$ cat src/design/spq_pkg.sv
`default_nettype none
// ----------------------------------------------------------------------------
// spq_pkg
// Shared types, status codes and controller/datapath handshake structs for
// the sorted priority queue.
// ----------------------------------------------------------------------------
package spq_pkg;

	localparam int DEPTH_DEF = 8;
	localparam int DATA_W    = 32;
	localparam int STATUS_W  = 2;

	typedef logic signed [DATA_W-1:0] data_t;
	typedef logic [STATUS_W-1:0]      status_t;

	localparam status_t ST_DONE      = 2'd0;
	localparam status_t ST_OVERFLOW  = 2'd1;
	localparam status_t ST_UNDERFLOW = 2'd2;

	localparam logic MODE_PUSH = 1'b0;
	localparam logic MODE_POP  = 1'b1;

	localparam data_t NO_VALUE = '1;

	typedef struct packed {
		data_t pri;
		data_t val;
	} entry_t;

	typedef struct packed {
		logic capture;
		logic place_first;
		logic set_overflow;
		logic set_underflow;
		logic start_shift;
		logic shift_step;
		logic place_new;
		logic rd_front;
		logic pop_commit;
		logic out_load;
	} cmd_t;

	typedef struct packed {
		logic mode;
		logic empty;
		logic full;
		logic ins_next_front;
		logic older_less;
		logic out_free;
	} stat_t;

endpackage

`default_nettype wire

$ cat src/design/spq_if.sv
`default_nettype none
// ----------------------------------------------------------------------------
// spq_if
// Valid/ready channel interfaces for queue requests and queue responses.
// ----------------------------------------------------------------------------
interface spq_in_if import spq_pkg::*; ();
	logic  valid;
	logic  ready;
	logic  mode;
	data_t value;
	data_t priority_req;

	modport source (output valid, output mode, output value, output priority_req,
		input ready);
	modport sink (input valid, input mode, input value, input priority_req,
		output ready);
endinterface

interface spq_out_if import spq_pkg::*; ();
	logic    valid;
	logic    ready;
	data_t   popped_value;
	status_t status;

	modport source (output valid, output popped_value, output status, input ready);
	modport sink (input valid, input popped_value, input status, output ready);
endinterface

`default_nettype wire

$ cat src/design/sorted_priority_queue_core.sv
`default_nettype none
// ----------------------------------------------------------------------------
// sorted_priority_queue_core
// Priority queue kept sorted by descending priority in an entry RAM; equal
// priorities leave in arrival order. Overflow and underflow are reported.
// ----------------------------------------------------------------------------
// one request in flight; a pop reads the front entry in dispatch, commits it in pop and responds from done
// a push shifts back each entry of lower priority, then places the new entry
// a push into an empty queue, an overflow or an underflow goes from dispatch to done
// the insertion walk moves one entry per cycle
// a new request is taken in idle; a stalled response holds off the next one
// reset clears indexes and marks the queue empty; the entry ram is not cleared
module sorted_priority_queue_core import spq_pkg::*; #(
	parameter int DEPTH = DEPTH_DEF
) (
	input wire logic clk,
	input wire logic arst_n,
	spq_in_if.sink    req,
	spq_out_if.source rsp
);

	cmd_t  cmd;
	stat_t st;

	spq_ctrl u_ctrl (
		.clk     (clk),
		.arst_n  (arst_n),
		.in_valid(req.valid),
		.in_ready(req.ready),
		.st      (st),
		.cmd     (cmd)
	);

	spq_dp #(
		.DEPTH(DEPTH)
	) u_dp (
		.clk         (clk),
		.arst_n      (arst_n),
		.cmd         (cmd),
		.st          (st),
		.req_mode    (req.mode),
		.req_value   (req.value),
		.req_priority(req.priority_req),
		.out_valid   (rsp.valid),
		.out_ready   (rsp.ready),
		.out_value   (rsp.popped_value),
		.out_status  (rsp.status)
	);

endmodule

`default_nettype wire

$ cat src/design/spq_ram.sv
`default_nettype none
// ----------------------------------------------------------------------------
// spq_ram
// Generic simple dual-port RAM: one write port, one read port with
// registered read data.
// ----------------------------------------------------------------------------
module spq_ram #(
	parameter int WIDTH = 64,
	parameter int DEPTH = 8
) (
	input  wire logic                     clk,
	input  wire logic                     wr_en,
	input  wire logic [$clog2(DEPTH)-1:0] wr_addr,
	input  wire logic [WIDTH-1:0]         wr_data,
	input  wire logic                     rd_en,
	input  wire logic [$clog2(DEPTH)-1:0] rd_addr,
	output      logic [WIDTH-1:0]         rd_data
);

	logic [WIDTH-1:0] mem_q [DEPTH];

	always_ff @(posedge clk) begin
		if (wr_en) begin
			mem_q[wr_addr] <= wr_data;
		end
		if (rd_en) begin
			rd_data <= mem_q[rd_addr];
		end
	end

endmodule

`default_nettype wire

$ cat src/design/spq_ctrl.sv
`default_nettype none
// ----------------------------------------------------------------------------
// spq_ctrl
// Controller for the sorted priority queue: sequences request dispatch,
// insertion shifting, pop readout and response handoff.
// ----------------------------------------------------------------------------
module spq_ctrl import spq_pkg::*; (
	input  wire logic  clk,
	input  wire logic  arst_n,
	input  wire logic  in_valid,
	output      logic  in_ready,
	input  wire stat_t st,
	output      cmd_t  cmd
);

	localparam logic [2:0] S_IDLE     = 3'd0;
	localparam logic [2:0] S_DISPATCH = 3'd1;
	localparam logic [2:0] S_SHIFT    = 3'd2;
	localparam logic [2:0] S_PLACE    = 3'd3;
	localparam logic [2:0] S_POP      = 3'd4;
	localparam logic [2:0] S_DONE     = 3'd5;

	logic [2:0] state_q;
	logic [2:0] state_d;

	assign in_ready = (state_q == S_IDLE);

	always_comb begin
		cmd     = '0;
		state_d = state_q;
		case (state_q)
			S_IDLE: begin
				if (in_valid) begin
					cmd.capture = 1'b1;
					state_d     = S_DISPATCH;
				end
			end
			S_DISPATCH: begin
				if (st.mode == MODE_PUSH) begin
					if (st.empty) begin
						cmd.place_first = 1'b1;
						state_d         = S_DONE;
					end else if (st.full) begin
						cmd.set_overflow = 1'b1;
						state_d          = S_DONE;
					end else begin
						cmd.start_shift = 1'b1;
						state_d         = S_SHIFT;
					end
				end else begin
					if (st.empty) begin
						cmd.set_underflow = 1'b1;
						state_d           = S_DONE;
					end else begin
						cmd.rd_front = 1'b1;
						state_d      = S_POP;
					end
				end
			end
			S_SHIFT: begin
				if (st.older_less) begin
					cmd.shift_step = 1'b1;
					if (st.ins_next_front) begin
						state_d = S_PLACE;
					end
				end else begin
					cmd.place_new = 1'b1;
					state_d       = S_DONE;
				end
			end
			S_PLACE: begin
				cmd.place_new = 1'b1;
				state_d       = S_DONE;
			end
			S_POP: begin
				cmd.pop_commit = 1'b1;
				state_d        = S_DONE;
			end
			S_DONE: begin
				if (st.out_free) begin
					cmd.out_load = 1'b1;
					state_d      = S_IDLE;
				end
			end
			default: begin
				state_d = S_IDLE;
			end
		endcase
	end

	always_ff @(posedge clk or negedge arst_n) begin
		if (!arst_n) begin
			state_q <= S_IDLE;
		end else begin
			state_q <= state_d;
		end
	end

endmodule

`default_nettype wire

$ cat src/design/spq_dp.sv
`default_nettype none
// ----------------------------------------------------------------------------
// spq_dp
// Datapath for the sorted priority queue: request registers, front/rear
// indexes, entry RAM, insertion shift pointer and response register.
// ----------------------------------------------------------------------------
module spq_dp import spq_pkg::*; #(
	parameter int DEPTH = DEPTH_DEF
) (
	input  wire logic    clk,
	input  wire logic    arst_n,
	input  wire cmd_t    cmd,
	output      stat_t   st,
	input  wire logic    req_mode,
	input  wire data_t   req_value,
	input  wire data_t   req_priority,
	output      logic    out_valid,
	input  wire logic    out_ready,
	output      data_t   out_value,
	output      status_t out_status
);

	localparam int IW = $clog2(DEPTH);
	localparam logic [IW-1:0] LAST = IW'(DEPTH - 1);

	logic          mode_q;
	data_t         val_q;
	data_t         pri_q;
	logic [IW-1:0] front_q;
	logic [IW-1:0] rear_q;
	logic          empty_q;
	logic [IW-1:0] ins_q;
	data_t         res_val_q;
	status_t       res_st_q;
	logic          out_valid_q;
	data_t         out_val_q;
	status_t       out_st_q;

	logic          wr_en;
	logic [IW-1:0] wr_addr;
	entry_t        wr_data;
	logic          rd_en;
	logic [IW-1:0] rd_addr;
	entry_t        rd_data;
	logic [IW-1:0] ins_m1;
	logic [IW-1:0] ins_m2;
	entry_t        new_entry;

	assign ins_m1    = ins_q - IW'(1);
	assign ins_m2    = ins_q - IW'(2);
	assign new_entry = '{pri: pri_q, val: val_q};

	always_comb begin
		wr_en   = 1'b0;
		wr_addr = ins_q;
		wr_data = new_entry;
		if (cmd.place_first) begin
			wr_en   = 1'b1;
			wr_addr = '0;
		end else if (cmd.shift_step) begin
			wr_en   = 1'b1;
			wr_data = rd_data;
		end else if (cmd.place_new) begin
			wr_en = 1'b1;
		end
	end

	always_comb begin
		rd_en   = 1'b0;
		rd_addr = ins_m2;
		if (cmd.start_shift) begin
			rd_en   = 1'b1;
			rd_addr = rear_q;
		end else if (cmd.rd_front) begin
			rd_en   = 1'b1;
			rd_addr = front_q;
		end else if (cmd.shift_step && (ins_m1 != front_q)) begin
			rd_en = 1'b1;
		end
	end

	spq_ram #(
		.WIDTH($bits(entry_t)),
		.DEPTH(DEPTH)
	) u_ram (
		.clk    (clk),
		.wr_en  (wr_en),
		.wr_addr(wr_addr),
		.wr_data(wr_data),
		.rd_en  (rd_en),
		.rd_addr(rd_addr),
		.rd_data(rd_data)
	);

	assign st.mode           = mode_q;
	assign st.empty          = empty_q;
	assign st.full           = (rear_q == LAST);
	assign st.ins_next_front = (ins_m1 == front_q);
	assign st.older_less     = (rd_data.pri < pri_q);
	assign st.out_free       = !out_valid_q || out_ready;

	always_ff @(posedge clk) begin
		if (cmd.capture) begin
			mode_q <= req_mode;
			val_q  <= req_value;
			pri_q  <= req_priority;
		end
		if (cmd.start_shift) begin
			ins_q <= rear_q + IW'(1);
		end else if (cmd.shift_step) begin
			ins_q <= ins_m1;
		end
		if (cmd.place_first || cmd.place_new) begin
			res_val_q <= NO_VALUE;
			res_st_q  <= ST_DONE;
		end else if (cmd.set_overflow) begin
			res_val_q <= NO_VALUE;
			res_st_q  <= ST_OVERFLOW;
		end else if (cmd.set_underflow) begin
			res_val_q <= NO_VALUE;
			res_st_q  <= ST_UNDERFLOW;
		end else if (cmd.pop_commit) begin
			res_val_q <= rd_data.val;
			res_st_q  <= ST_DONE;
		end
		if (cmd.out_load) begin
			out_val_q <= res_val_q;
			out_st_q  <= res_st_q;
		end
	end

	always_ff @(posedge clk or negedge arst_n) begin
		if (!arst_n) begin
			front_q     <= '0;
			rear_q      <= '0;
			empty_q     <= 1'b1;
			out_valid_q <= 1'b0;
		end else begin
			if (cmd.place_first) begin
				front_q <= '0;
				rear_q  <= '0;
				empty_q <= 1'b0;
			end else if (cmd.place_new) begin
				rear_q <= rear_q + IW'(1);
			end else if (cmd.pop_commit) begin
				if (front_q == rear_q) begin
					front_q <= '0;
					rear_q  <= '0;
					empty_q <= 1'b1;
				end else begin
					front_q <= front_q + IW'(1);
				end
			end
			if (cmd.out_load) begin
				out_valid_q <= 1'b1;
			end else if (out_ready) begin
				out_valid_q <= 1'b0;
			end
		end
	end

	assign out_valid  = out_valid_q;
	assign out_value  = out_val_q;
	assign out_status = out_st_q;

	a_empty_idx: assert property (@(posedge clk) disable iff (!arst_n)
		empty_q |-> (front_q == '0 && rear_q == '0))
		else $error("empty queue with nonzero indexes");

	a_order_idx: assert property (@(posedge clk) disable iff (!arst_n)
		!empty_q |-> (front_q <= rear_q))
		else $error("front index past rear index");

	a_shift_range: assert property (@(posedge clk) disable iff (!arst_n)
		cmd.shift_step |-> (ins_q > front_q && ins_q <= LAST))
		else $error("insertion shift outside occupied range");

	a_place_room: assert property (@(posedge clk) disable iff (!arst_n)
		cmd.place_new |-> (!empty_q && rear_q < LAST))
		else $error("insert into full or empty queue");

endmodule

`default_nettype wire

$ cat src/flat_wrapper.sv
// flat-port wrapper written by rule: the top's interface ports become plain ports
module sorted_priority_queue_core_flat import spq_pkg::*;
#(
	parameter int DEPTH = DEPTH_DEF
)
  (clk, arst_n, req_valid, req_mode, req_value, req_priority_req, req_ready, rsp_valid, rsp_popped_value, rsp_status, rsp_ready);
  spq_in_if req_i ();
  spq_out_if rsp_i ();
  input wire logic clk;
  input wire logic arst_n;
  input wire logic [$bits(req_i.valid)-1:0] req_valid;
  input wire logic [$bits(req_i.mode)-1:0] req_mode;
  input wire logic [$bits(req_i.value)-1:0] req_value;
  input wire logic [$bits(req_i.priority_req)-1:0] req_priority_req;
  output wire logic [$bits(req_i.ready)-1:0] req_ready;
  output wire logic [$bits(rsp_i.valid)-1:0] rsp_valid;
  output wire logic [$bits(rsp_i.popped_value)-1:0] rsp_popped_value;
  output wire logic [$bits(rsp_i.status)-1:0] rsp_status;
  input wire logic [$bits(rsp_i.ready)-1:0] rsp_ready;
  assign req_i.valid = req_valid;
  assign req_i.mode = req_mode;
  assign req_i.value = req_value;
  assign req_i.priority_req = req_priority_req;
  assign req_ready = req_i.ready;
  assign rsp_valid = rsp_i.valid;
  assign rsp_popped_value = rsp_i.popped_value;
  assign rsp_status = rsp_i.status;
  assign rsp_i.ready = rsp_ready;
  sorted_priority_queue_core #(.DEPTH(DEPTH)) u_core (.clk(clk), .arst_n(arst_n), .req(req_i), .rsp(rsp_i));
endmodule
$ cat config.mk
export PLATFORM = sky130hd
export DESIGN_NAME = sorted_priority_queue_core_flat
export DESIGN_NICKNAME = d
export VERILOG_FILES = /design/src/design/spq_pkg.sv /design/src/design/spq_if.sv /design/src/design/sorted_priority_queue_core.sv /design/src/design/spq_ram.sv /design/src/design/spq_ctrl.sv /design/src/design/spq_dp.sv /design/src/flat_wrapper.sv
export SDC_FILE = /design/constraint.sdc
export NUM_CORES = 1
export LEC_CHECK = 0
export ABC_AREA = 1
export BUFFER_PORTS_ARGS = -buffer_cell sky130_fd_sc_hd__buf_2
export CAP_MARGIN = 20
export CORE_MARGIN = 4
export CORE_UTILIZATION = 50
export CTS_CLUSTER_DIAMETER = 80
export DETAILED_ROUTE_END_ITERATION = 12
export GPL_TIMING_DRIVEN = 0
export PLACE_DENSITY = 0.67
export SLEW_MARGIN = 20
export SYNTH_ARGS = -nofsm -noshare
export SYNTH_HDL_FRONTEND = slang
export SYNTH_SLANG_ARGS = --single-unit
$ cat constraint.sdc
create_clock -name clk -period 8.44 [get_ports clk]
set_clock_uncertainty 0.15 [all_clocks]
set_input_delay 2.11 -clock clk [delete_from_list [all_inputs] [get_ports clk]]
set_output_delay 2.11 -clock clk [all_outputs]
set_load 0.005 [all_outputs]
# Word-level counts from Yosys, hierarchy flattened
# Memories as Yosys holds them, arrays and structs flattened. A register that Yosys moved wholly into a read port is not among the register bits.
# Cells that the tools add are included.
# op_classes
eq_ne	13
n_reduce_logical	20
order_cmp	1
addsub	4
mux	62
# ops
operator	n
$mux W64	2
$mux W3	20
$mux W1	34
$lt A32 B32 Y1	1
$pmux W3 S5	1
$reduce_bool A2 Y1	5
$eq A3 B3 Y1 const B	3
$reduce_bool A3 Y1	3
$add A3 B1 Y3 const B	2
$eq A3 B2 Y1 const B	2
$eq A3 B3 Y1	2
$mux W2	3
$reduce_and A3 Y1	2
$mux W4	1
$ne A2 B1 Y1 const B	2
$reduce_and A2 Y1	2
$reduce_or A2 Y1	2
$eq A3 B1 Y1 const B	1
$logic_not A3 Y1	1
$ne A3 B2 Y1 const B	1
$ne A3 B3 Y1	1
$reduce_or A3 Y1	1
$sub A3 B1 Y3 const B	1
$sub A3 B2 Y3 const B	1
5 further kinds	6
# word_totals
mem_bits_rw	512
n_memories	1
ff_bits	147
input_bits	69
out_inout_bits	36
# mem_list
memory	words	word_bits	read_ports	rd_ports_with_merged_regs	wr	line_no	source
u_core.u_dp.u_ram.mem_q	8	64	1	1	1	spq_ram.sv:20	logic [WIDTH-1:0] mem_q [DEPTH];

# Depth between registers and ports, before layout
# logic_depth
word_depth	8
depth_mapped	20

# Cells and area by module
# From an unflattened synthesis, not the netlist that was laid out.
# hier_totals
hier_cells	2922
hier_area_um2	31057.3
# modules_own_cells
module	cells_per_inst	area_each_um2	n_inst
spq_ram	2294	24298.3	1
spq_dp	580	6467.5	1
spq_ctrl	48	291.5	1

# Worst setup path after synthesis
# Ideal clock, no wire load.
# synth_timing
path_kind	in2reg
start	input port req_valid
end	register u_core.u_dp.mode_q (enable)
cell_stages	2
arrival_time_ps	6561
slack_ps	1161
path_buffers	0
t_required_ps	7722
cell_sequence	inv_1 nor3_1
# synth_rtl
element	line_no	source
start, declared	flat_wrapper.sv:11	input wire logic [$bits(req_i.valid)-1:0] req_valid;
end signal, assigned	spq_dp.sv:104	mode_q <= req_mode;
end, declared	spq_dp.sv:26	logic mode_q;

# Worst setup path after layout
# layout_timing
start	register u_core.u_dp.pri_q[19]
end	memory u_core.u_dp.u_ram.mem_q[5][32], data pin
# layout_via
elab_chain_cells	5
# layout_lines
element	line_no	source
start, declared	spq_dp.sv:28	data_t pri_q;
start signal, assigned	spq_dp.sv:106	pri_q <= req_priority;
$lt A32 B32 Y1	spq_dp.sv:99	assign st.older_less = (rd_data.pri < pri_q);
$mux W1	spq_ctrl.sv:61	if (st.older_less) begin
$mux W1	spq_ctrl.sv:31	case (state_q)
$mux W64	spq_dp.sv:60	end else if (cmd.shift_step) begin
$mux W64	spq_dp.sv:57	if (cmd.place_first) begin
net u_core.u_dp.u_ram.wr_data[32]	spq_ram.sv:14	input wire logic [WIDTH-1:0] wr_data,
end, declared	spq_ram.sv:20	
# The timed path passes the listed nets, and every way through them passes these cells.

==> impl_metrics.toml <==
[run_status]
outcome = "finished, final reports clean"

[sta]
hold_viol = 0
maxSlewHeadroom_pct = 29.8
whs_ns = 0.280
finalCriticalPeriod_ns = 4.09
rsz0062_at_grt = "false"
final.setup.tns_ns = 0
slew_viol_final = 0
fmax_mhz = 244
setup_violations = 0
tightest_slew_ns = 1.05
finalCritPeriodShare_pct = 48.5

[global_routing]
grt-ovfl-total = 0
grt_pass1_vias = 18400
antenna_found_initial = 1
grt_pass1_wl_um = 105000
grt_max_degree = 38
track_usage_pct = 21.6

[pwr]
peakVddDrop_mv = 0.206
power.density_nw_per_um2 = 344
power_leakage_uw = 0.0127

[yosys]
async_flop_share_pct = 1.52
ys_types = 31
syn_area_um2 = 29200
synth_top_area_share_pct = 69.6
synth_xor_area_share_pct = 0.210
yosys.area_share.simple_pct = 14.2
synth_mux_area_share_pct = 1.10
synth_edf_count = 678
ys_seq_area_share_pct = 72.9
synth_flop_cell = "edfxtp_1"
synth_top_family_by_area = "simple AND/OR/NAND/NOR gates"
ys_seq_elements = 723
synthAdderAreaFrac_pct = 1.50
synthCells = 2470
avgSynthCellArea_um2 = 11.8
synth_nets = 2574
synth_area_leaders = "edfxtp_1, nor2_1, nand2_1"
synth_top_cell_by_area = "edfxtp_1"
synth-compound-area-share_pct = 6.19
ys.warnings.count = 0

[cells_and_area]
stdcell_count = 3506
antenna_cells = 0
area_growth_pct = 15.7
fillerInstances = 4514
drive_above_1_share_pct = 11.8
final_nets = 2788

[drt]
ant_nets = 0
dr.pass1.iters = 6
drtIter0Drc = 1643
vias = 18900
via_per_inst = 5.39
wl_per_cell_um = 19.6
drc = 0
drt_wl_total_um = 68700

[critical_path]
slowest_delay_ns = 0.69
crit_slowest_cell = "o21ai_0"
critPathLaunchType = "register"
arrival_ns = 4.23
critPathCaptureType = "register"
crit_chain = "inv_1 -> ha_1 -> a21oi_1 -> o21ai_0 -> nand2_1 -> nand3_1 -> a21oi_1 -> nand2_1 -> nand2_1 -> nand3_1 -> inv_2 -> nand2_1 -> buf_2 -> o21ai_0"
cpMostUsedCell = "nand2_1"
cp.required_ns = 8.58
worstSetupPathType = "reg2reg"
cp_max_fo = 10

[cts]
cts_sinks = 723
cts_setup_buffers = 0
htreeDepth = 3
cts_buffer_depth = 3
cts_tree = "built"
path_clk_slew_ns = 0.06
cts_root_buf = "clkbuf_16"
cts_resized = 0
cts_hold_repair.buffers = 0
cts_buffers = 73
clk_latency_ns = 0.60

[placement]
place_congestion = 0.807
dp_cells = 3374
place.detailed.hpwl_um = 46000
io_buffers = 104

[floorplanning]
die_y_um = 250
core_um2 = 57800
ios = 105
fp.dieArea_um2 = 62400
die_w_um = 250
rows = 88
start_util_pct = 50.6

[flow_run]
cap_violations = 0

[hold_path]
hold_class = "reg2reg"
==> placed cells by master, fill, tap and decap left out, types with 6 or more instances in the layout <==
cell type | synthesis | final
a21oi_1 | 18 | 18
buf_12 | 0 | 9
buf_16 | 0 | 19
buf_2 | 40 | 144
buf_4 | 28 | 34
clkbuf_1 | 58 | 81
clkbuf_16 | 0 | 75
clkinv_1 | 0 | 14
clkinv_2 | 0 | 8
dfrtp_1 | 10 | 10
dfxtp_1 | 34 | 34
edfxtp_1 | 678 | 678
ha_1 | 35 | 35
inv_1 | 128 | 128
mux2i_1 | 32 | 32
nand2_1 | 380 | 380
nand3_1 | 112 | 111
nand4_1 | 6 | 6
nor2_1 | 545 | 537
nor2_4 | 2 | 10
o21ai_0 | 237 | 236
o21ai_1 | 97 | 97
==> layout make-up <==
cell class,count,area (µm²),share of cell area [%]
buffer,128,636,1.88
timing repair buffer,139,1280,3.79
sequential,723,21300,63.0
multi-input combinational,1486,6870,20.3
clock inverter,32,265,0.784
inverter,133,499,1.48
tap,765,957,2.83
clock buffer,100,1990,5.89
==> flip-flops by register name, indices dropped and copies added, names as in the netlist, 3 cells and up <==
register / flops
u_core.u_dp.res_val_q: 32
u_core.u_dp.rear_q: 3
u_core.u_dp.ins_q: 3
u_core.u_ctrl.state_q: 3
u_core.u_dp.u_ram.mem_q: 512
u_core.u_dp.val_q: 32
u_core.u_dp.pri_q: 32
u_core.u_dp.out_value: 32
u_core.u_dp.u_ram.rd_data: 64
u_core.u_dp.front_q: 3
==> worst paths after layout <==
check                           depth (start not counted)  slack (ns)                                  endpoint                                   from
worst max-delay path                                   14        4.35  u_core.u_dp.u_ram.mem_q[5][32]$_DFFE_PP_        u_core.u_dp.pri_q[19]$_DFFE_PP_
worst min-delay path                                    0        0.28        u_core.u_dp.out_value[2]$_DFFE_PP_  u_core.u_dp.res_val_q[2]$_SDFFE_PP1P_
worst max register to register                         14        4.35  u_core.u_dp.u_ram.mem_q[5][32]$_DFFE_PP_        u_core.u_dp.pri_q[19]$_DFFE_PP_
worst min register to register                          0        0.28        u_core.u_dp.out_value[2]$_DFFE_PP_  u_core.u_dp.res_val_q[2]$_SDFFE_PP1P_
max in group asynchronous                               1        6.64           u_core.u_dp.empty_q$_DFFE_PN1P_                                 arst_n
min in group asynchronous                               1        1.23         u_core.u_dp.out_valid$_DFFE_PN0P_                                 arst_n
==> logic make-up (layout without fill, tap and decap cells) <==
kind of cell,Yosys count,in the layout
compound gates,358,358
buf+inv,261,532
simple gates,1054,1054
fa+ha+maj,35,35
flops,723,723
xor+xnor,7,7
mux,32,32
==> where the power goes <==
| group | internal [µW] | switching, µW | total [µW] | leakage (µW) |
|---|---|---|---|---|
| Combinational | 1110 | 2540 | 3650 | 0.00507 |
| Clock | 1780 | 1310 | 3090 | 0.00110 |
| Sequential | 4690 | 216 | 4910 | 0.00655 |
==> stage by stage <==
| step | utilization, % | setup slack (ns) | power, µW | area, µm² |
|---|---|---|---|---|
| 6_report | 58.5 | 4.35 | 11600 | 33800 |
| 5_1_grt | 58.5 | 4.21 | 12300 | 33800 |
| 4_1_cts | 58.5 | 4.43 | 11700 | 33800 |
| 3_5_place_dp | 54.6 | 4.32 | 8610 | 31600 |
| 3_3_place_gp | 53.1 | -2.94 | 8450 | 30700 |
| 2_1_floorplan | - | 1.16 | 7300 | 29200 |
==> critical path: cells and delay by family, from the launching register on <==
family	cells	cell delay, ns
adders and majority gates	1	0.30
and+or+nand+nor	6	0.80
buffers and inverters	3	0.83
DFF	1	0.40
AOI/OAI and AO/OA	4	1.30
==> cells in the mapped netlist, types with 6 or more instances <==
library cell	n
o21ai_1	97
nand4_1	6
nor2_1	545
edfxtp_1	678
dfrtp_1	10
nand3_1	112
inv_1	128
o21ai_0	237
ha_1	35
a21oi_1	18
buf_4	28
mux2i_1	32
clkbuf_1	58
nand2_1	380
buf_2	40
dfxtp_1	34
nor3_1	6
==> routing by layer <==
| layer | routed length, µm | share of wire (%) | GRT usage [%] |
|---|---|---|---|
| met1 | 28300 | 41 | 29.0 |
| met5 | 0 | 0 | 0 |
| met2 | 33200 | 48 | 35.9 |
| met4 | 2060 | 3.0 | 7.83 |
| met3 | 5140 | 7.5 | 3.48 |
Power figures use the tool's default switching activity.
